===== src/rtl/core/sit_pkg.sv =====
// ----------------------------------------------------------------------------
// sit_pkg
// Widths, stage transfer structs and helpers for the segment intersection test.
// ----------------------------------------------------------------------------
package sit_pkg;

    localparam int COORD_WIDTH = 16;
    localparam int DIFF_WIDTH  = COORD_WIDTH + 1;
    localparam int PROD_WIDTH  = 2 * DIFF_WIDTH;
    localparam int SUM_WIDTH   = PROD_WIDTH + 1;

    typedef logic signed [COORD_WIDTH-1:0] t_coord;
    typedef logic signed [DIFF_WIDTH-1:0]  t_diff;
    typedef logic signed [PROD_WIDTH-1:0]  t_prod;
    typedef logic signed [SUM_WIDTH-1:0]   t_sum;

    // differences: u = P4-P3, v = P2-P1, a1 = P3-P1, a2 = P3-P2, a4 = P4-P1, b2 = P4-P2
    typedef struct packed {
        logic       func;
        logic [3:0] in_box;   // P3 in box P1P2, P4 in box P1P2, P1 in box P3P4, P2 in box P3P4
        t_diff      ux, uy, vx, vy;
        t_diff      a1x, a1y, a2x, a2y, a4x, a4y, b2x, b2y;
    } t_diffs;

    typedef struct packed {
        logic       func;
        logic [3:0] in_box;
        t_prod      d1p, d1q, d2p, d2q, d3p, d3q, d4p, d4q;
        t_prod      e1p, e1q, e2p, e2q, e3p, e3q, e4p, e4q;
    } t_prods;

    typedef struct packed {
        logic       func;
        logic [3:0] in_box;
        logic [3:0] det_neg;
        logic [3:0] det_zero;
        logic [3:0] dot_neg;
    } t_signs;

    function automatic logic between(input t_coord p, input t_coord e0, input t_coord e1);
        between = ((p >= e0) && (p <= e1)) || ((p >= e1) && (p <= e0));
    endfunction

    function automatic logic opposite(input logic n0, input logic z0,
                                      input logic n1, input logic z1);
        opposite = (n0 && !n1 && !z1) || (n1 && !n0 && !z0);
    endfunction

endpackage


===== src/rtl/core/sit_decide_stage.sv =====
// ----------------------------------------------------------------------------
// sit_decide_stage
// Stage 4: crossing, collinear overlap and endpoint touch rules; output register.
// ----------------------------------------------------------------------------
module sit_decide_stage import sit_pkg::*; (
    input  logic   i_clk,
    input  logic   i_rst_n,
    input  logic   i_valid,
    output logic   o_ready,
    input  t_signs i_data,
    output logic   o_valid,
    input  logic   i_ready,
    output logic   o_hit
);

    logic r_valid;
    logic r_hit;
    logic n_hit;
    logic crossing;
    logic overlap;
    logic touch;

    always_comb begin
        crossing = opposite(i_data.det_neg[0], i_data.det_zero[0],
                            i_data.det_neg[1], i_data.det_zero[1])
                && opposite(i_data.det_neg[2], i_data.det_zero[2],
                            i_data.det_neg[3], i_data.det_zero[3]);
        overlap  = (&i_data.det_zero) && (|i_data.dot_neg);
        // P3, P4 test against d3, d4; P1, P2 against d1, d2
        touch    = (i_data.in_box[0] && i_data.det_zero[2])
                || (i_data.in_box[1] && i_data.det_zero[3])
                || (i_data.in_box[2] && i_data.det_zero[0])
                || (i_data.in_box[3] && i_data.det_zero[1]);
        n_hit    = crossing || (i_data.func ? overlap : touch);
    end

    assign o_ready = !r_valid || i_ready;

    always_ff @(posedge i_clk) begin
        if (!i_rst_n) begin
            r_valid <= 1'b0;
        end else if (o_ready) begin
            r_valid <= i_valid;
        end
        if (o_ready && i_valid) begin
            r_hit <= n_hit;
        end
    end

    assign o_valid = r_valid;
    assign o_hit   = r_hit;

endmodule


===== config.mk =====
export PLATFORM = sky130hd
export DESIGN_NAME = sit_decide_stage
export DESIGN_NICKNAME = d
export VERILOG_FILES = /design/src/rtl/core/sit_pkg.sv /design/src/rtl/core/sit_decide_stage.sv
export SDC_FILE = /design/constraint.sdc
export NUM_CORES = 1
export LEC_CHECK = 0
export BUFFER_PORTS_ARGS = -buffer_cell sky130_fd_sc_hd__buf_4
export CORE_AREA = 8 8 45 47
export DETAILED_ROUTE_END_ITERATION = 12
export DIE_AREA = 0 0 53 55
export MAX_ROUTING_LAYER = met4
export PLACE_DENSITY_LB_ADDON = 0.2
export SLEW_MARGIN = 25
export SYNTH_ARGS = -nofsm -noshare
export SYNTH_HDL_FRONTEND = slang
export SYNTH_SLANG_ARGS = --single-unit

===== constraint.sdc =====
create_clock -name i_clk -period 1.2 [get_ports i_clk]
set_clock_uncertainty 0.1 [all_clocks]
set_input_delay 0.06 -clock i_clk [delete_from_list [all_inputs] [get_ports i_clk]]
set_output_delay 0.06 -clock i_clk [all_outputs]
set_load 0.005 [all_outputs]

**Yosys cells after proc, flatten, opt, wreduce, memory -nomap -nowiden**

Cells that the tools add are included.
W data, S select, Z words.

- Input port bits: 21
- Flip-flop bits (word level): 2
- Output and inout port bits: 3
- Word-level logic and storage cells: 36

- Multiplexer cells: 1
- Reductions and logical operators: 33

Operators by type and width:

| operator | count |
|---|---|
| $logic_and A1 B1 Y1 | 15 |
| $logic_not A1 Y1 | 9 |
| $logic_or A1 B1 Y1 | 7 |
| $reduce_and A4 Y1 | 1 |
| $reduce_or A4 Y1 | 1 |
| $mux W1 | 1 |

**Depth between registers and ports, before layout**

- Word-level depth: 6
- Gate-level depth with buffers: 3
- Depth with buffers taken out: 3

**Worst setup path after synthesis**

No wires, ideal clock.

- Path kind: input-to-reg
- From: input port i_data[1] (netlist bit)
- To: register r_hit, in the netlist o_hit, data pin
- Required time: 828 ps
- Slack: 92 ps
- Stages: 3
- Arrival time: 736 ps
- Library setup time: 272 ps
- Path buffers: 0
- Path through: or4_1 nand3_1 o221ai_2

- Word-level cells in the longest chain between the ends: 4

RTL lines:

| what | RTL line | text |
|---|---|---|
| from (decl) | sit_decide_stage.sv:10 | `input t_signs i_data,` |
| $reduce_or A4 Y1 | sit_decide_stage.sv:28 | `overlap = (&i_data.det_zero) && (\|i_data.dot_neg);` |
| $logic_and A1 B1 Y1 | sit_decide_stage.sv:28 |  |
| $mux W1 | sit_decide_stage.sv:34 | `n_hit = crossing \|\| (i_data.func ? overlap : touch);` |
| $logic_or A1 B1 Y1 | sit_decide_stage.sv:34 |  |
| named net n_hit | sit_decide_stage.sv:18 | `logic n_hit;` |
| to (signal assigned) | sit_decide_stage.sv:46 | `r_hit <= n_hit;` |
| to (decl) | sit_decide_stage.sv:17 | `logic r_hit;` |

The timed path passes the listed nets, and every way through them passes these cells.
A chain may end at the register's enable or synchronous reset.

**Final worst setup path**

Same ends and word-level chain as after synthesis.

==> metrics.yaml <==
drtIter0Drc: 2
rsz0062_at_grt: "false"
maxSlewViolCount: 0
fp.dieW_um: 53
synthArstFlopShare: 0
intPower_mw: 0.268
cts_resized: 0
postRouteAntennaNets: 0
start_kind: "input port"
overflow: 0
synth_top_area_frac: 0.188
synthFlopType: "edfxtp_1"
ys_ff_latch: 2
cts_sinks: 2
antenna_found_initial: 0
swShare: 0.203
ios: 24
crit_fanout: 1
p_per_area_mw_per_mm2: 854
syn_to_final_growth_pct: 146
grt_max_degree: 4
synth_area_leader_cell: "edfxtp_1"
final_core_utilization: 0.285
final_common_cell: "buf_4"
place.port_buffers: 23
hold_path.class: "in -> reg"
routabilityCongestion: 0.662
fmax_mhz: 1010
arrival_ns: 0.85
cts_buffer_depth: 2
min_period_ns: 0.995
synth_top_cells_by_count: "a21oi_1 (2), nor2_1 (2), nor3b_1 (2)"
p_clk_frac: 0.482
drive_gt1_frac: 0.617
grt_pass1_vias: 308
yosys_warnings: 0
final_nets: 69
finalSetupViolCount: 0
leakage_nw: 0.187
pwr-share-comb: 0.279
relSlewSlack: 0.787
wl_met1_um: 306
hold_viol_final: 0
postCtsHoldBufs: 0
synth_cells: 18
dp_slack_ns: -0.0371
vias: 267
row_count: 14
grt_pass1_wl_um: 1100
synth.area.top_cells: "edfxtp_1 (19%), dfxtp_1 (13%), nor3b_1 (9.4%)"
core_mm2: 0.00138
post-cts-setup-buffers: 0
start_util: 0.116
status: "complete, no violations"
fill_cells: 160
fin_crit_sh: 0.829
final_cell_mix: "buf_4 (25), clkbuf_4 (3), nor2_1 (2), nor3b_1 (2), a21oi_1 (2)"
cts_buffers: 3
totalWireLength_um: 709
htree_levels: 1
p_seq_frac: 0.239
path_clk_slew_ns: 0.03
clock_latency_ns: 0.22
synth.avg_cell_area_um2: 8.90
design.die.area_mm2: 0.00292
n_antenna_cell: 0
met2_length_um: 274
fin_setup_tns_ns: 0
grt_usage: 0.0546
maxCapViolCount: 0
cp-end-kind: "register"
syn_nets: 39
fin_ws_ns: 0.205
netlist_area_um2: 160
cts-root-buf: "clkbuf_4"
wl_per_cell_um: 11.3
vias_per_cell: 4.24
ys_seq_area_frac: 0.313
drc: 0
criticalPathCategory: "in -> reg"
ff2ff_setup_slack_ns: 0.27
cts_tree: "built"
ir_worst_vdd_mv: 0.228
met3_length_um: 127
top_layer: "met3"
synth_edf_count: 1
fp.dieH_um: 55
dp_hpwl_um: 679
drtPass1Iterations: 2
synth.distinct_cells: 15
power_mw: 0.337
worstMarginPinSlew_ns: 0.320
p_sw_mw: 0.0683
worst_ep_required_time_ns: 1.06
-- worst max-delay path: stages --
cell	delay, ns
buf_4	0.10
or4_1	0.50
nand3_1	0.10
o221ai_2	0.08
-- state kept, by name (all words and copies together), names as in the netlist --
signal   flops
o_hit        1
o_valid      1
-- cell type report --
type | instances | area (um2) | share of cell area
inverter | 1 | 3.75 | 0.00952
tap | 16 | 20.0 | 0.0508
clock buffer | 4 | 26.3 | 0.0667
timing repair buffer | 25 | 188 | 0.476
sequential | 2 | 50.0 | 0.127
multi-input combinational | 15 | 106 | 0.270
-- per-layer routing --
metal	track usage	vias to the layer above
met5	-	-
met4	0.0388	0
met3	0.0401	0
met2	0.0723	24
met1	0.0545	113
li1	-	130
-- through the flow --
step	cell area (um2)	hold WS [ns]	instances
after global routing	394	0.00711	63
after CTS	394	0.00871	63
after floorplan	160	0.0988	18
final	394	0.0131	63
after global placement	368	0.224	59
after detailed placement	368	0.246	59
-- logic make-up (layout without fill, tap and decap cells) --
group	after synthesis	count (layout)	synth area share
buf+inv	1	30	0.0234
compound gates	6	6	0.313
flops	2	2	0.313
simple gates	9	9	0.352
-- final timing paths --
check	startpoint	endpoint	cells after the start
worst max-delay path	i_data[1]	o_hit	4
worst min-delay path	i_valid	o_valid	3
worst max register to register	o_valid	o_hit	2
worst min register to register	o_valid	o_valid	2
-- power by group through the flow --
| stage | clock network (mW) | logic [mW] | registers, mW |
|---|---|---|---|
| after floorplan | 0 | 0.0225 | 0.0816 |
| after global placement | 0 | 0.0956 | 0.0813 |
| after detailed placement | 0 | 0.0959 | 0.0812 |
| after CTS | 0.174 | 0.0961 | 0.0803 |
| after global routing | 0.182 | 0.103 | 0.0806 |
| final | 0.162 | 0.0940 | 0.0803 |
No activity file was read; power rests on OpenSTA's default activity.
