==> config.mk <==
export PLATFORM = sky130hd
export DESIGN_NAME = sit_diff_stage
export DESIGN_NICKNAME = d
export VERILOG_FILES = /design/src/rtl/core/sit_pkg.sv /design/src/rtl/core/sit_diff_stage.sv
export SDC_FILE = /design/constraint.sdc
export NUM_CORES = 1
export LEC_CHECK = 0
export ABC_AREA = 1
export BUFFER_PORTS_ARGS = -buffer_cell sky130_fd_sc_hd__buf_4
export CAP_MARGIN = 15
export CELL_PAD_IN_SITES_DETAIL_PLACEMENT = 1
export CELL_PAD_IN_SITES_GLOBAL_PLACEMENT = 2
export CORE_MARGIN = 2
export CORE_UTILIZATION = 33
export DETAILED_ROUTE_END_ITERATION = 8
export PLACE_DENSITY_LB_ADDON = 0.1
export SLEW_MARGIN = 10
export SYNTH_ARGS = -nofsm -noshare
export SYNTH_HDL_FRONTEND = slang
export SYNTH_SLANG_ARGS = --single-unit
==> constraint.sdc <==
create_clock -name i_clk -period 16 [get_ports i_clk]
set_clock_uncertainty 0.1 [all_clocks]
set_input_delay 1.6 -clock i_clk [delete_from_list [all_inputs] [get_ports i_clk]]
set_output_delay 1.6 -clock i_clk [all_outputs]
set_load 0.01 [all_outputs]
==> src/rtl/core/sit_pkg.sv <==
// ----------------------------------------------------------------------------
// sit_pkg
// Widths, stage transfer structs and helpers for the segment intersection test.
// ----------------------------------------------------------------------------
package sit_pkg;

    localparam int COORD_WIDTH = 16;
    localparam int DIFF_WIDTH  = COORD_WIDTH + 1;
    localparam int PROD_WIDTH  = 2 * DIFF_WIDTH;
    localparam int SUM_WIDTH   = PROD_WIDTH + 1;

    typedef logic signed [COORD_WIDTH-1:0] t_coord;
    typedef logic signed [DIFF_WIDTH-1:0]  t_diff;
    typedef logic signed [PROD_WIDTH-1:0]  t_prod;
    typedef logic signed [SUM_WIDTH-1:0]   t_sum;

    // differences: u = P4-P3, v = P2-P1, a1 = P3-P1, a2 = P3-P2, a4 = P4-P1, b2 = P4-P2
    typedef struct packed {
        logic       func;
        logic [3:0] in_box;   // P3 in box P1P2, P4 in box P1P2, P1 in box P3P4, P2 in box P3P4
        t_diff      ux, uy, vx, vy;
        t_diff      a1x, a1y, a2x, a2y, a4x, a4y, b2x, b2y;
    } t_diffs;

    typedef struct packed {
        logic       func;
        logic [3:0] in_box;
        t_prod      d1p, d1q, d2p, d2q, d3p, d3q, d4p, d4q;
        t_prod      e1p, e1q, e2p, e2q, e3p, e3q, e4p, e4q;
    } t_prods;

    typedef struct packed {
        logic       func;
        logic [3:0] in_box;
        logic [3:0] det_neg;
        logic [3:0] det_zero;
        logic [3:0] dot_neg;
    } t_signs;

    function automatic logic between(input t_coord p, input t_coord e0, input t_coord e1);
        between = ((p >= e0) && (p <= e1)) || ((p >= e1) && (p <= e0));
    endfunction

    function automatic logic opposite(input logic n0, input logic z0,
                                      input logic n1, input logic z1);
        opposite = (n0 && !n1 && !z1) || (n1 && !n0 && !z0);
    endfunction

endpackage

==> src/rtl/core/sit_diff_stage.sv <==
// ----------------------------------------------------------------------------
// sit_diff_stage
// Stage 1: coordinate differences and bounding box checks.
// ----------------------------------------------------------------------------
module sit_diff_stage import sit_pkg::*; (
    input  logic   i_clk,
    input  logic   i_rst_n,
    input  logic   i_valid,
    output logic   o_ready,
    input  logic   i_func,
    input  t_coord i_x1,
    input  t_coord i_y1,
    input  t_coord i_x2,
    input  t_coord i_y2,
    input  t_coord i_x3,
    input  t_coord i_y3,
    input  t_coord i_x4,
    input  t_coord i_y4,
    output logic   o_valid,
    input  logic   i_ready,
    output t_diffs o_data
);

    logic   r_valid;
    t_diffs r_data;
    t_diffs n_data;

    always_comb begin
        n_data.func      = i_func;
        n_data.in_box[0] = between(i_x3, i_x1, i_x2) && between(i_y3, i_y1, i_y2);
        n_data.in_box[1] = between(i_x4, i_x1, i_x2) && between(i_y4, i_y1, i_y2);
        n_data.in_box[2] = between(i_x1, i_x3, i_x4) && between(i_y1, i_y3, i_y4);
        n_data.in_box[3] = between(i_x2, i_x3, i_x4) && between(i_y2, i_y3, i_y4);
        n_data.ux  = t_diff'(i_x4) - t_diff'(i_x3);
        n_data.uy  = t_diff'(i_y4) - t_diff'(i_y3);
        n_data.vx  = t_diff'(i_x2) - t_diff'(i_x1);
        n_data.vy  = t_diff'(i_y2) - t_diff'(i_y1);
        n_data.a1x = t_diff'(i_x3) - t_diff'(i_x1);
        n_data.a1y = t_diff'(i_y3) - t_diff'(i_y1);
        n_data.a2x = t_diff'(i_x3) - t_diff'(i_x2);
        n_data.a2y = t_diff'(i_y3) - t_diff'(i_y2);
        n_data.a4x = t_diff'(i_x4) - t_diff'(i_x1);
        n_data.a4y = t_diff'(i_y4) - t_diff'(i_y1);
        n_data.b2x = t_diff'(i_x4) - t_diff'(i_x2);
        n_data.b2y = t_diff'(i_y4) - t_diff'(i_y2);
    end

    assign o_ready = !r_valid || i_ready;

    always_ff @(posedge i_clk) begin
        if (!i_rst_n) begin
            r_valid <= 1'b0;
        end else if (o_ready) begin
            r_valid <= i_valid;
        end
        if (o_ready && i_valid) begin
            r_data <= n_data;
        end
    end

    assign o_valid = r_valid;
    assign o_data  = r_data;

endmodule

Word-level counts from Yosys, hierarchy flattened
Index checks and enable logic that the tools add are counted.
{ "word_totals": {"reg_bits": 210, "in_bits": 133, "output_inout_bits": 211, "word_cells": 90} }
{ "op_classes": {"addsub": 12, "order_cmp": 32, "reduce_logical": 31} }
{ "op_table": {"columns": ["op", "n"], "rows": [
  ["16-bit >= comparator", 16],
  ["16-bit less-or-equal comparator", 16],
  ["16-bit by 16-bit subtractor with 17-bit output", 12],
  ["1-bit logical AND", 21],
  ["1-bit logical OR", 9],
  ["1-bit zero test", 1]
]} }

Logic depth before layout (Yosys ltp)
{ "logic_depth": {"word_depth": 4, "mapped_depth": 15, "ltp_nobuf": 15} }

Least setup slack after synthesis
Ideal clock, no wire load.
{ "synth_timing": {"path_kind": "input -> register", "from": "input port i_valid", "to": "register r_data, in the netlist o_data[0] (enable)", "setup_time_ns": 0.847, "arrival_time_ns": 11.668, "required_ns": 15.053, "path_slack_ns": 3.384, "path_stages": 2, "path_buffers": 0, "cell_sequence": "inv_1 a21oi_1"} }
{ "synth_between": {"elab_chain_cells": 1} }
{ "synth_lines": {"columns": ["element", "line_no", "text"], "rows": [
  ["start: declaration", "sit_diff_stage.sv:8", "input logic i_valid,"],
  ["1-bit logical AND", "sit_diff_stage.sv:56", "if (o_ready && i_valid) begin"],
  ["end signal: assignment", "sit_diff_stage.sv:57", "r_data <= n_data;"],
  ["end: declaration", "sit_diff_stage.sv:25", "t_diffs r_data;"]
]} }
No other way between the ends.
A chain may end at the register's enable or synchronous reset.

Worst setup path in the final report
{ "layout_timing": {"from": "input port i_ready", "to": "output port o_ready"} }
{ "layout_between": {"elab_chain_cells": 1} }
{ "layout_lines": {"columns": ["element", "line_no", "text"], "rows": [
  ["start: declaration", "sit_diff_stage.sv:20", "input logic i_ready,"],
  ["1-bit logical OR", "sit_diff_stage.sv:48", "assign o_ready = !r_valid || i_ready;"],
  ["end: declaration", "sit_diff_stage.sv:9", "output logic o_ready,"]
]} }
No other way between the ends.

==> results_dict.tcl <==
set metrics [dict create \
    die_y_um 230.7 \
    start_util_pct 33.20 \
    max-clock-path-buffers 3 \
    antenna_left 0 \
    yosys.area_share.xor_xnor_pct 7.281 \
    setup_viol 0 \
    r2r_cells 3 \
    gp_congestion 0.9058 \
    hold-path-endpoint "o_valid$_SDFFE_PN0N_" \
    muxShareOfSynthArea_pct 0 \
    grt_pass1_wl_um 96060 \
    p_per_area_nw_per_um2 95.45 \
    wirelength_um 64070 \
    clkSlewWorstSetupHoldPaths_ps 60 \
    firstDrtPassIters 4 \
    slew_headroom_pct 39.70 \
    synth_area_um2 16960 \
    r2r-end "o_data[67]$_DFFE_PP_" \
    crit_path_end_kind "output pin" \
    min_period_over_period_pct 23.34 \
    ys_ff_latch 210 \
    ys_types 40 \
    fin_util_pct 41.73 \
    p_leak_nw 10.72 \
    die_x_um 230.7 \
    drv_slew 0 \
    crit_start "i_ready" \
    num_vias 15085 \
    ys_warn_count 0 \
    cp-start-kind "input port" \
    cts_setup_buffers 0 \
    synth_largest_area_cell "edfxtp_1" \
    io_buffers 343 \
    critPathMaxFanout 2 \
    grtUsageTotal_pct 23.93 \
    hold_viol 0 \
    setup-tns-final_ps 0 \
    status "completed" \
    async_flop_share_pct 0 \
    cts_buffers 27 \
    synth_top_family_by_area "simple AND/OR/NAND/NOR gates" \
    htree_levels 1 \
    cts_resized 0 \
    nets 2733 \
    wl_per_cell_um 20.74 \
    synth_flop_cell "edfxtp_1" \
    pre_cts_ws_ps 11970 \
    grt_pass1_vias 16672 \
    period_minus_slack_ps 3734 \
    cp.required_ps 14300 \
    core_area_um2 51090 \
    yosys.area_share.simple_pct 20.99 \
    overflow 0 \
    fin_ws_ps 12270 \
    synth_compound_area_share_pct 11.09 \
    critPathKind "in -> out" \
    rrSetupSlack_ps 13500 \
    cts.sinks 210 \
    maxCapViolations 0 \
    synthAdderAreaFrac_pct 16.17 \
    r2r_start "o_valid$_SDFFE_PN0N_" \
    synth.area.top_cells "edfxtp_1, ha_1, nand2_1, inv_1, xor2_1" \
    synth_cells 2014 \
    ir_drop_mv 0.07825 \
    worst_pin_slew_ps 904.4 \
    area_growth_pct 25.72 \
    hold_buffers 0 \
    die_area_um2 53230 \
    grt_max_degree 152 \
    placed_area_um2 20430 \
    syn_nets 2359 \
    diodes 0 \
    rsz0062_at_grt "no" \
    fp-row-count 83 \
    syn_avg_cell_area_um2 8.422 \
    hold_path.class "reg -> reg" \
    synth_top_area_share_pct 37.00 \
    drive_gt1_share_pct 19.68 \
    min_path_cells 2 \
    fillers 6169 \
    synth_edf_count 209 \
    fin_area_um2 21320 \
    drtIter0Drc 636 \
    clock_latency_ps 590 \
    antenna_found_initial 0 \
    max_freq_mhz 267.8 \
    cp.arrival_ps 2030 \
    drc 0 \
    cts_tree "built" \
    min-delay-start "o_valid$_SDFFE_PN0N_" \
    seq_area_frac_synth_pct 37.12 \
    ctsRootBufferMaster "clkbuf_16" \
    detailed_place_hpwl_um 54250 \
    vias_per_cell 4.883 \
    ios 344 \
]
==> report_power, final <==
group	internal, mW	switching [mW]
clock network	0.365	0.267
registers	0.708	0.0303
logic	0.261	0.404
==> critical path: stages <==
cell,delay (ps)
buf_4,110
inv_1,100
nand2_1,80
buf_4,150
==> kinds of logic after synthesis <==
| kind of cell | after synthesis |
|---|---|
| DFF | 210 |
| xor gates and xnor gates | 141 |
| adders and majority gates | 212 |
| AOI/OAI and AO/OA | 288 |
| and+or+nand+nor | 831 |
| buffers and inverters | 332 |
==> layout make-up <==
cell class                      count  area (µm²)  share of cell area, %
Clock buffer                       32       704.4                  3.304
Tap cell                          680       850.8                  3.990
Clock inverter                     18       192.7                 0.9036
Timing Repair Buffer              345        2603                  12.21
Multi-Input combinational cell   1472        9430                  44.23
Sequential cell                   210        6296                  29.53
Inverter                          332        1246                  5.844
==> cell usage in the layout, fill, tap and decap left out, types with 13 or more instances in the layout <==
master | synthesis | layout
nand2_1 | 545 | 545
xor2_1 | 102 | 102
edfxtp_1 | 209 | 209
o21bai_1 | 17 | 17
nor4_1 | 15 | 15
nor2_1 | 99 | 99
nor3_1 | 33 | 33
a21oi_1 | 134 | 133
clkbuf_16 | 0 | 27
buf_4 | 0 | 344
inv_1 | 323 | 323
a21o_1 | 36 | 36
nand3b_1 | 13 | 13
o21ai_2 | 17 | 17
nand3_2 | 15 | 15
ha_1 | 200 | 200
o21ai_0 | 32 | 32
nand3_1 | 76 | 76
xnor2_1 | 39 | 39
a31oi_1 | 21 | 21
==> layer usage <==
metal | up-vias | track usage [%] | share of wire (%)
li1 | 7441 | - | -
met1 | 7290 | 27.41 | 41
met2 | 275 | 46.61 | 53
met3 | 79 | 2.915 | 3.7
met4 | 0 | 5.867 | 2.4
met5 | - | 0 | 0
==> registers in the layout, indices dropped and copies added, names as in the netlist <==
name	count
o_data	209
o_valid	1
==> synthesized netlist by cell type (15+ instances only) <==
cell      number
o21bai_1      17
nand3_2       15
a21oi_1      134
ha_1         200
o21ai_0       32
nor4_1        15
xnor2_1       39
a21o_1        36
nand2_1      545
o21ai_2       17
a31oi_1       21
inv_1        323
edfxtp_1     209
nand3_1       76
nor3_1        33
nor2_1        99
xor2_1       102
==> metrics by stage <==
step	power [mW]	instances	hold slack [ps]
2_1_floorplan	1.134	2014	495.3
3_3_place_gp	1.410	3039	438.2
3_5_place_dp	1.419	3039	477.5
4_1_cts	2.064	3089	487.6
5_1_grt	2.148	3089	513.0
6_report	2.035	3089	482.7
==> how the worst max path moves through the flow <==
stage | end | slack (ps) | cells past startpoint
floorplan | o_data[0]$_DFFE_PP_ | 3380 | 2
global placement | o_data[206]$_DFFE_PP_ | 11990 | 11
detailed placement | o_data[206]$_DFFE_PP_ | 11970 | 11
CTS | o_ready | 12260 | 4
global route | o_ready | 12220 | 4
finish | o_ready | 12270 | 4
(Power assumes the default switching activity.)
