### config.mk
export PLATFORM = sky130hd
export DESIGN_NAME = sit_sign_stage
export DESIGN_NICKNAME = d
export VERILOG_FILES = /design/src/rtl/core/sit_pkg.sv /design/src/rtl/core/sit_sign_stage.sv
export SDC_FILE = /design/constraint.sdc
export NUM_CORES = 1
export LEC_CHECK = 0
export BUFFER_PORTS_ARGS = -buffer_cell sky130_fd_sc_hd__buf_2
export CORE_AREA = 3 3 221 223
export CTS_BUF_LIST = sky130_fd_sc_hd__clkbuf_4
export DETAILED_ROUTE_END_ITERATION = 16
export DIE_AREA = 0 0 224 226
export PLACE_DENSITY = 0.48
export SYNTH_ARGS = -nofsm -noshare
export SYNTH_HDL_FRONTEND = slang
export SYNTH_SLANG_ARGS = --single-unit
### constraint.sdc
create_clock -name i_clk -period 11.2 [get_ports i_clk]
set_input_delay 1.12 -clock i_clk [delete_from_list [all_inputs] [get_ports i_clk]]
set_output_delay 1.12 -clock i_clk [all_outputs]
set_load 0.02 [all_outputs]
### src/rtl/core/sit_pkg.sv
// ----------------------------------------------------------------------------
// sit_pkg
// Widths, stage transfer structs and helpers for the segment intersection test.
// ----------------------------------------------------------------------------
package sit_pkg;

    localparam int COORD_WIDTH = 16;
    localparam int DIFF_WIDTH  = COORD_WIDTH + 1;
    localparam int PROD_WIDTH  = 2 * DIFF_WIDTH;
    localparam int SUM_WIDTH   = PROD_WIDTH + 1;

    typedef logic signed [COORD_WIDTH-1:0] t_coord;
    typedef logic signed [DIFF_WIDTH-1:0]  t_diff;
    typedef logic signed [PROD_WIDTH-1:0]  t_prod;
    typedef logic signed [SUM_WIDTH-1:0]   t_sum;

    // differences: u = P4-P3, v = P2-P1, a1 = P3-P1, a2 = P3-P2, a4 = P4-P1, b2 = P4-P2
    typedef struct packed {
        logic       func;
        logic [3:0] in_box;   // P3 in box P1P2, P4 in box P1P2, P1 in box P3P4, P2 in box P3P4
        t_diff      ux, uy, vx, vy;
        t_diff      a1x, a1y, a2x, a2y, a4x, a4y, b2x, b2y;
    } t_diffs;

    typedef struct packed {
        logic       func;
        logic [3:0] in_box;
        t_prod      d1p, d1q, d2p, d2q, d3p, d3q, d4p, d4q;
        t_prod      e1p, e1q, e2p, e2q, e3p, e3q, e4p, e4q;
    } t_prods;

    typedef struct packed {
        logic       func;
        logic [3:0] in_box;
        logic [3:0] det_neg;
        logic [3:0] det_zero;
        logic [3:0] dot_neg;
    } t_signs;

    function automatic logic between(input t_coord p, input t_coord e0, input t_coord e1);
        between = ((p >= e0) && (p <= e1)) || ((p >= e1) && (p <= e0));
    endfunction

    function automatic logic opposite(input logic n0, input logic z0,
                                      input logic n1, input logic z1);
        opposite = (n0 && !n1 && !z1) || (n1 && !n0 && !z0);
    endfunction

endpackage

### src/rtl/core/sit_sign_stage.sv
// ----------------------------------------------------------------------------
// sit_sign_stage
// Stage 3: sums of the product pairs, reduced to sign and zero flags.
// ----------------------------------------------------------------------------
module sit_sign_stage import sit_pkg::*; (
    input  logic   i_clk,
    input  logic   i_rst_n,
    input  logic   i_valid,
    output logic   o_ready,
    input  t_prods i_data,
    output logic   o_valid,
    input  logic   i_ready,
    output t_signs o_data
);

    logic   r_valid;
    t_signs r_data;
    t_signs n_data;
    t_sum   det [4];
    t_sum   dot [4];

    always_comb begin
        det[0] = t_sum'(i_data.d1p) - t_sum'(i_data.d1q);
        det[1] = t_sum'(i_data.d2p) - t_sum'(i_data.d2q);
        det[2] = t_sum'(i_data.d3p) - t_sum'(i_data.d3q);
        det[3] = t_sum'(i_data.d4p) - t_sum'(i_data.d4q);
        dot[0] = t_sum'(i_data.e1p) + t_sum'(i_data.e1q);
        dot[1] = t_sum'(i_data.e2p) + t_sum'(i_data.e2q);
        dot[2] = t_sum'(i_data.e3p) + t_sum'(i_data.e3q);
        dot[3] = t_sum'(i_data.e4p) + t_sum'(i_data.e4q);
        n_data.func   = i_data.func;
        n_data.in_box = i_data.in_box;
        for (int k = 0; k < 4; k++) begin
            n_data.det_neg[k]  = det[k][SUM_WIDTH-1];
            n_data.det_zero[k] = (det[k] == '0);
            n_data.dot_neg[k]  = dot[k][SUM_WIDTH-1];
        end
    end

    assign o_ready = !r_valid || i_ready;

    always_ff @(posedge i_clk) begin
        if (!i_rst_n) begin
            r_valid <= 1'b0;
        end else if (o_ready) begin
            r_valid <= i_valid;
        end
        if (o_ready && i_valid) begin
            r_data <= n_data;
        end
    end

    assign o_valid = r_valid;
    assign o_data  = r_data;

endmodule

# == Word level (Yosys, flattened, before mapping) ==
# Cells that the tools add are included.
# totals
ff_bits,18
in_bits,553
out_inout_bits,19
word_cells,21
# classes
add_sub_neg,8
reduce_logical,7
# op_table
cell,count
34-bit by 34-bit adder with 35-bit output,4
35-bit zero test,4
34-bit by 34-bit subtractor with 35-bit output,4
1-bit logical AND,1
1-bit zero test,1
1-bit logical OR,1

# == Depth between registers and ports, before layout ==
# Gate-level depths: netlist of run 1.
# logic_depth
word_depth,3
mapped_depth,14
depth_no_buf,14

# == Worst setup path before layout of run 1 ==
# Ideal clock, no wire load.
# synth_path
path_type,input port to flip-flop
start,in i_data[442] (netlist bit)
end,"reg r_data, in the netlist o_data[5] (data pin)"
setup_ns,0.157
t_arrival_ns,4.133
required_ns,11.043
slack_ns,6.910
cell_stages,13
n_path_buf,0
cell_sequence,inv_1 ha_1 inv_1 fa_1 a21o_1 a221o_1 o21a_1 a211oi_2 mux2_2 nor4_1 nand4_1 or4_1 nor3_1
# synth_rtl
element,line,rtl
from (decl),sit_sign_stage.sv:10,"input t_prods i_data,"
to (signal assigned),sit_sign_stage.sv:49,r_data <= n_data;
to (decl),sit_sign_stage.sv:17,t_signs r_data;

==> results of run 1 <==
[per-stage QoR]
step           cells  total power, W  hold slack (ns)  cell area, µm²  setup WS [ns]
4_1_cts         2882        0.000922            0.560           15800           6.82
6_report        2888        0.000921            0.557           15800           6.73
3_3_place_gp    2878        0.000861            0.520           15800           6.39
5_1_grt         2886         0.00101            0.578           15800           6.63
2_1_floorplan   1771        0.000585            0.750           12500           6.91
3_5_place_dp    2878        0.000859            0.535           15800           6.41
[flip-flops by register name, summed over array words and instances, names as in the netlist]
signal / count
o_data: 17
o_valid: 1
[power by group through the flow]
stage	logic [W]	clock network, W	registers, W
global placement	0.000778	0	0.0000830
global route	0.000871	0.0000604	0.0000817
detailed placement	0.000776	0	0.0000830
finish	0.000788	0.0000519	0.0000813
floorplan	0.000496	0	0.0000895
CTS	0.000781	0.0000593	0.0000814
[how the worst min path moves through the flow]
stage	from	endpoint	slack, ns
floorplan	o_valid	o_valid	0.75
global placement	o_valid	o_valid	0.52
detailed placement	o_valid	o_valid	0.53
CTS	o_valid	o_valid	0.56
global route	o_valid	o_valid	0.58
finish	o_valid	o_valid	0.56
[per-layer routing]
layer / part of all wire / GRT usage / up-vias
li1: - / - / 7694
met1: 0.40 / 0.244 / 7162
met2: 0.49 / 0.381 / 714
met3: 0.081 / 0.0407 / 85
met4: 0.027 / 0.0537 / 18
met5: 0.0021 / 0 / -
[cell families after synthesis]
family	after synthesis
multiplexers	25
flip-flops	18
AND/OR/NAND/NOR	527
XOR/XNOR	53
AO/OA/AOI/OAI	624
buffers and inverters	252
adder cells (fa/ha/maj)	272
[cell usage after synthesis (9+ instances only)]
cell type	number	area share
nor3_1	29	0.012
o221ai_1	11	0.0077
edfxtp_1	17	0.041
inv_1	180	0.054
nand3_1	42	0.017
xor2_1	23	0.016
or3_1	12	0.0060
o21a_1	30	0.018
o21bai_1	11	0.0066
nor2_1	98	0.030
a31oi_1	28	0.014
o22ai_1	16	0.0080
nand2b_1	24	0.012
o2111ai_1	15	0.011
a21oi_1	184	0.074
nand2_1	136	0.041
a211oi_1	12	0.0072
nor4_1	22	0.011
nor2b_1	26	0.013
o211ai_1	22	0.013
xnor2_1	30	0.021
nand4_1	70	0.035
or2_2	10	0.0050
a21o_1	76	0.046
ha_1	268	0.27
clkbuf_1	61	0.018
mux2i_1	18	0.014
and3_1	14	0.0070
a21boi_0	9	0.0054
o21ai_0	109	0.044
o31ai_1	15	0.0090
[area by class of cell]
type | count | area, µm² | share of cell area
tap | 607 | 759 | 0.0480
inverter | 180 | 676 | 0.0427
clock inverter | 1 | 3.75 | 0.000237
sequential | 18 | 531 | 0.0335
antenna | 6 | 15.0 | 0.000949
clock buffer | 3 | 22.5 | 0.00142
multi-input combinational | 1501 | 11000 | 0.692
timing repair buffer | 572 | 2870 | 0.181
[worst max-delay path, cell delays in order]
cell and delay, ns:
buf_2 0.08, inv_1 0.04, ha_1 0.41, a21o_1 0.27, a31oi_1 0.41, o22ai_1 0.14
a2111oi_0 0.52, o2111ai_1 0.19, nor4_1 0.46, o2111ai_1 0.18, a2111oi_0 0.37, o2111ai_1 0.19
nor4_1 0.29
==> summary.txt, run 1 <==
hpwl dp -> 49.6 mm
DRT Wirelength -> 56.2 mm
post-synthesis xor/xnor area fraction -> 0.0372
placer congestion estimate -> 0.945
Reg clk slew, reported paths -> 0.19 ns
count of different cell masters after synthesis -> 85
DRT iter0 DRCs -> 1,115
Synth Area in Simple Gates -> 0.218
Final #Nets -> 3,101
Pre-antenna DRT Iters -> 6
Fin Setup TNS -> 0 ns
type of the worst setup path -> input pin to flop
final slew viol count -> 0
final hold viol count -> 0
Util after Layout -> 0.338
Critical Path Sink -> o_data[6]
I/O Buffers -> 571
Critical Path Source -> i_data[361]
sw frac -> 0.539
critical path startpoint category -> input pin
fraction of registers with async set/reset -> 0
Yosys warnings -> 0
Compound-Gate Fraction of Synth Area -> 0.327
Max IR drop VDD -> 0.0299 mV
status -> completed
Routed Antenna Nets -> 0
internal power -> 0.000425 W
Initial Util -> 0.267
Primary FF master, synth -> edfxtp_1
Crit path arrival time -> 4.68 ns
Flop pwr share -> 0.088
CTS tree -> yes
commonest non-fill, non-tap cell in the layout -> buf_2
# H-tree levels -> 1
CP max FO -> 8
detailed-route wire length per cell -> 19.4 µm
CP endpoint kind -> flop
Clk pwr share -> 0.056
RSZ-0062 raised after global routing -> false
Slew headroom -> 0.397
Combinational Power Share -> 0.855
Row Count -> 79
total number of vias -> 15,700
Period minus WS final -> 4.47 ns
Post-route DRC -> 0
FF-to-FF Start -> o_valid
mean number of vias per cell -> 5.43
share of cells above drive strength 1 -> 0.268
initial antenna violation count -> 17
CP required -> 11.40 ns
HP Class -> flop to flop
mux share of post-synthesis cell area -> 0.0211
post-cts resize count -> 0
worst-skew pair later-pin latency -> 0.37 ns
Final setup viols -> 0
FF+latch count, synth -> 18
die area -> 0.0506 mm²
register area share after synthesis -> 0.0426
FF-to-FF path depth -> 3
mapped cell area -> 0.0125 mm²
Post-CTS Setup Inserts -> 0
syn avg cell area -> 7.04 µm²
filler instances -> 5,130
largest net degree at the start of global routing -> 18
Slew @ Worst Pin -> 0.896 ns
TritonCTS Buffers -> 3
Power Density -> 58.2 mW/mm²
Die Ht -> 226 µm
largest family of logic cells by synthesized area -> compound AO/OA/AOI/OAI gates
Max clock buf depth -> 2
first-pass GRT wire length -> 83.9 mm
Max Clock Freq -> 0.224 GHz
All-Layer GR Usage -> 0.207
Area Growth Syn to Fin -> 26.9%
total grt overflow -> 0
clk root buf -> clkbuf_4
chip width -> 224 µm
commonest non-fill, non-tap cells in the layout -> buf_2 (571), ha_1 (268), a21oi_1 (184)
Post-synth EDFFs -> 17
net switching power -> 0.000496 W
Static Leakage -> 8.18 nW
Ports -> 572
Sink Count -> 18
Post-Synth Adder-Cell Area -> 0.275
Clock Skew -> 0.00821 ns
Crit Reg-Reg Endpoint -> o_data[10]
synthesized instance count -> 1,771
crit share post-route -> 0.399
vias in the first global route -> 15,500
Hold-fix buffers, CTS -> 0
Synth Net Count -> 2,596
reg2reg setup slack -> 9.93 ns
core region area -> 0.0468 mm²
Worst Hold Path Cells -> 2
Max Cap Violations -> 0
Note: power is estimated with default switching activity, not from simulation.
==> inputs of run 2 (changes only) <==
Settings changed: CORE_AREA 3 3 221 223 to 3 3 223 225, DIE_AREA 0 0 224 226 to 0 0 226 228, PLACE_DENSITY 0.48 to 0.47.
Clock period 11.2 ns to 4.5 ns, I/O delays scaled along.
==> run 2 against run 1 <==
Effect of this change: count of clock-buffer cells in the layout stayed put; final area is 0.32% higher; non-clock buffer count is 5 higher; die area is 1.8% higher; register-to-register slack worse by 6.9 ns; combinational power is 150% higher; sequential power is 150% higher; via count is 0.34% lower; sequential cell count stayed put; core utilization is 0.60 points lower; global-route usage is 0.52 points lower; setup slack worse by 6.1 ns.
==> summary.txt, run 2 (same netlist as run 1, synthesis figures left out) <==
Worst Hold Path Cells -> 1 (-1)
DRT Wirelength -> 55.1 mm (-1.8%)
status -> completed
core region area -> 0.0477 mm² (+2.1%)
Overall Power -> 0.00229 W (+150%)
Layout Cell Area excl Fill -> 0.0159 mm² (+0.32%)
type of the worst setup path -> input pin to flop
# H-tree levels -> 1 (unchanged)
mean number of vias per cell -> 5.38 (-0.83%)
Static Leakage -> 8.20 nW (+0.31%)
FF-to-FF path depth -> 2 (-1)
CP endpoint kind -> flop
worst path bufs/invs -> 2 (unchanged)
Slew headroom -> 0.408 (+0.0109)
Post-CTS Setup Inserts -> 0 (unchanged)
share of cells above drive strength 1 -> 0.270 (+0.00204)
Max Clock Freq -> 0.261 GHz
worst-skew pair later-pin latency -> 0.40 ns (+0.03 ns)
largest net degree at the start of global routing -> 18 (unchanged)
critical path startpoint category -> input pin
final slew viol count -> 0 (unchanged)
CP required -> 4.70 ns (-6.70 ns)
TritonCTS Buffers -> 3 (unchanged)
Die Ht -> 228 µm (+0.88%)
hpwl dp -> 49.1 mm (-1.2%)
CP max FO -> 9 (+1)
CTS tree -> yes
Ports -> 572 (unchanged)
Crit path arrival time -> 4.02 ns (-0.66 ns)
Slew @ Worst Pin -> 0.878 ns (-0.0180 ns)
Fin Setup TNS -> 0 ns (unchanged)
Power Density -> 144 mW/mm² (+150%)
Sink Count -> 18 (unchanged)
Max IR drop VDD -> 0.0846 mV (+180%)
Reg clk slew, reported paths -> 0.19 ns (about the same)
HP Class -> input pin to flop
Max clock buf depth -> 2 (unchanged)
crit path cell chain -> buf_2 > inv_1 > ha_1 > a21oi_1 > o21a_1 > o22ai_1 > a2111oi_0 > o2111ai_1 > nor4_1 > o2111ai_1 > a2111oi_0 > o2111ai_1 > nor4_1
worst hold margin -> 0.215 ns (-0.342 ns)
Post-route DRC -> 0 (unchanged)
Crit-path slowest cell -> a2111oi_0
commonest non-fill, non-tap cells in the layout -> buf_2 (571), ha_1 (268), a21oi_1 (184)
first-pass GRT wire length -> 84.4 mm (+0.58%)
cell count along the critical path -> 13 (unchanged)
RSZ-0062 raised after global routing -> false
CP max stage delay -> 0.66 ns (+0.14 ns)
Final setup viols -> 0 (unchanged)
crit share post-route -> 0.851
vias in the first global route -> 15,900 (+2.4%)
total number of vias -> 15,600 (-0.34%)
Row Count -> 80 (+1.3%)
Hold-fix buffers, CTS -> 0 (unchanged)
post-cts resize count -> 0 (unchanged)
detailed-route wire length per cell -> 19.0 µm (-2.3%)
Clock Skew -> 0.0202 ns (+0.0120 ns)
critical path's most frequent cell -> o2111ai_1
clk root buf -> clkbuf_4
I/O Buffers -> 571 (unchanged)
area post-placement -> 0.0158 mm² (+0.31%)
Routed Antenna Nets -> 0 (unchanged)
Area Growth Syn to Fin -> 27.4%
placer congestion estimate -> 0.957 (+1.2%)
DRT iter0 DRCs -> 920 (-17%)
total grt overflow -> 0 (unchanged)
chip width -> 226 µm (+0.89%)
All-Layer GR Usage -> 0.201 (-0.00521)
Max Cap Violations -> 0 (unchanged)
Period minus WS final -> 3.83 ns
Final #Nets -> 3,106 (+0.16%)
commonest non-fill, non-tap cell in the layout -> buf_2
final hold viol count -> 0 (unchanged)
initial antenna violation count -> 18 (+1)
Initial Util -> 0.261 (-0.00554)
crit-path leading delay family -> compound AO/OA/AOI/OAI gates
die area -> 0.0515 mm² (+1.8%)
Pre-antenna DRT Iters -> 7 (+1)
Largest register FFs -> 17 (unchanged)
-- run 2: cell count changes in the layout (fill, tap and decap cells not counted) --
cell     before  now
and2_1        8    7
and2_2        0    1
buf_4         1    6
diode_2       6    7
-- run 2: where the power goes --
part           total (W)  internal [W]  switching, W  leakage [nW]
clock           0.000132     0.0000329     0.0000987        0.0154
combinational    0.00196      0.000832       0.00113          8.01
sequential      0.000203      0.000199    0.00000423         0.176
total            0.00229       0.00106       0.00123          8.20
-- run 2: layout make-up --
cell class,count,area [µm²]
Fill cell,5238,31900
Multi-Input combinational cell,1501,11000
Timing Repair Buffer,577,2900
Tap cell,615,769
Inverter,180,676
Sequential cell,18,531
Clock buffer,3,22.5
Antenna cell,7,17.5
Clock inverter,1,3.75
-- run 2: worst register-to-register path: stages, from the launching register on --
cell,delay [ns]
dfxtp_1,0.36
nand2b_1,0.09
and2_2,0.63
-- run 2: layer usage --
layer / vias up / track usage / share of wire
li1: 7708 / - / -
met1: 7122 / 0.235 / 0.40
met2: 691 / 0.372 / 0.49
met3: 80 / 0.0446 / 0.081
met4: 18 / 0.0431 / 0.023
met5: - / 0 / 0.0020
-- run 2: worst paths after layout --
path / from / end / slack [ns]
worst min-delay path: i_data[546] / o_data[14] / 0.21
worst max register to register: o_valid / o_data[13] / 3.03
worst max-delay path: i_data[349] / o_data[6] / 0.67
worst min register to register: o_valid / o_valid / 0.55
-- run 2: metrics by stage --
stage | utilization | instances | worst slack [ns]
final | 0.332 | 2902 | 0.672
after global routing | 0.332 | 2901 | 0.535
after CTS | 0.332 | 2895 | 0.797
after detailed placement | 0.332 | 2891 | 0.377
after global placement | 0.332 | 2891 | 0.480
after floorplan | - | 1771 | 0.880
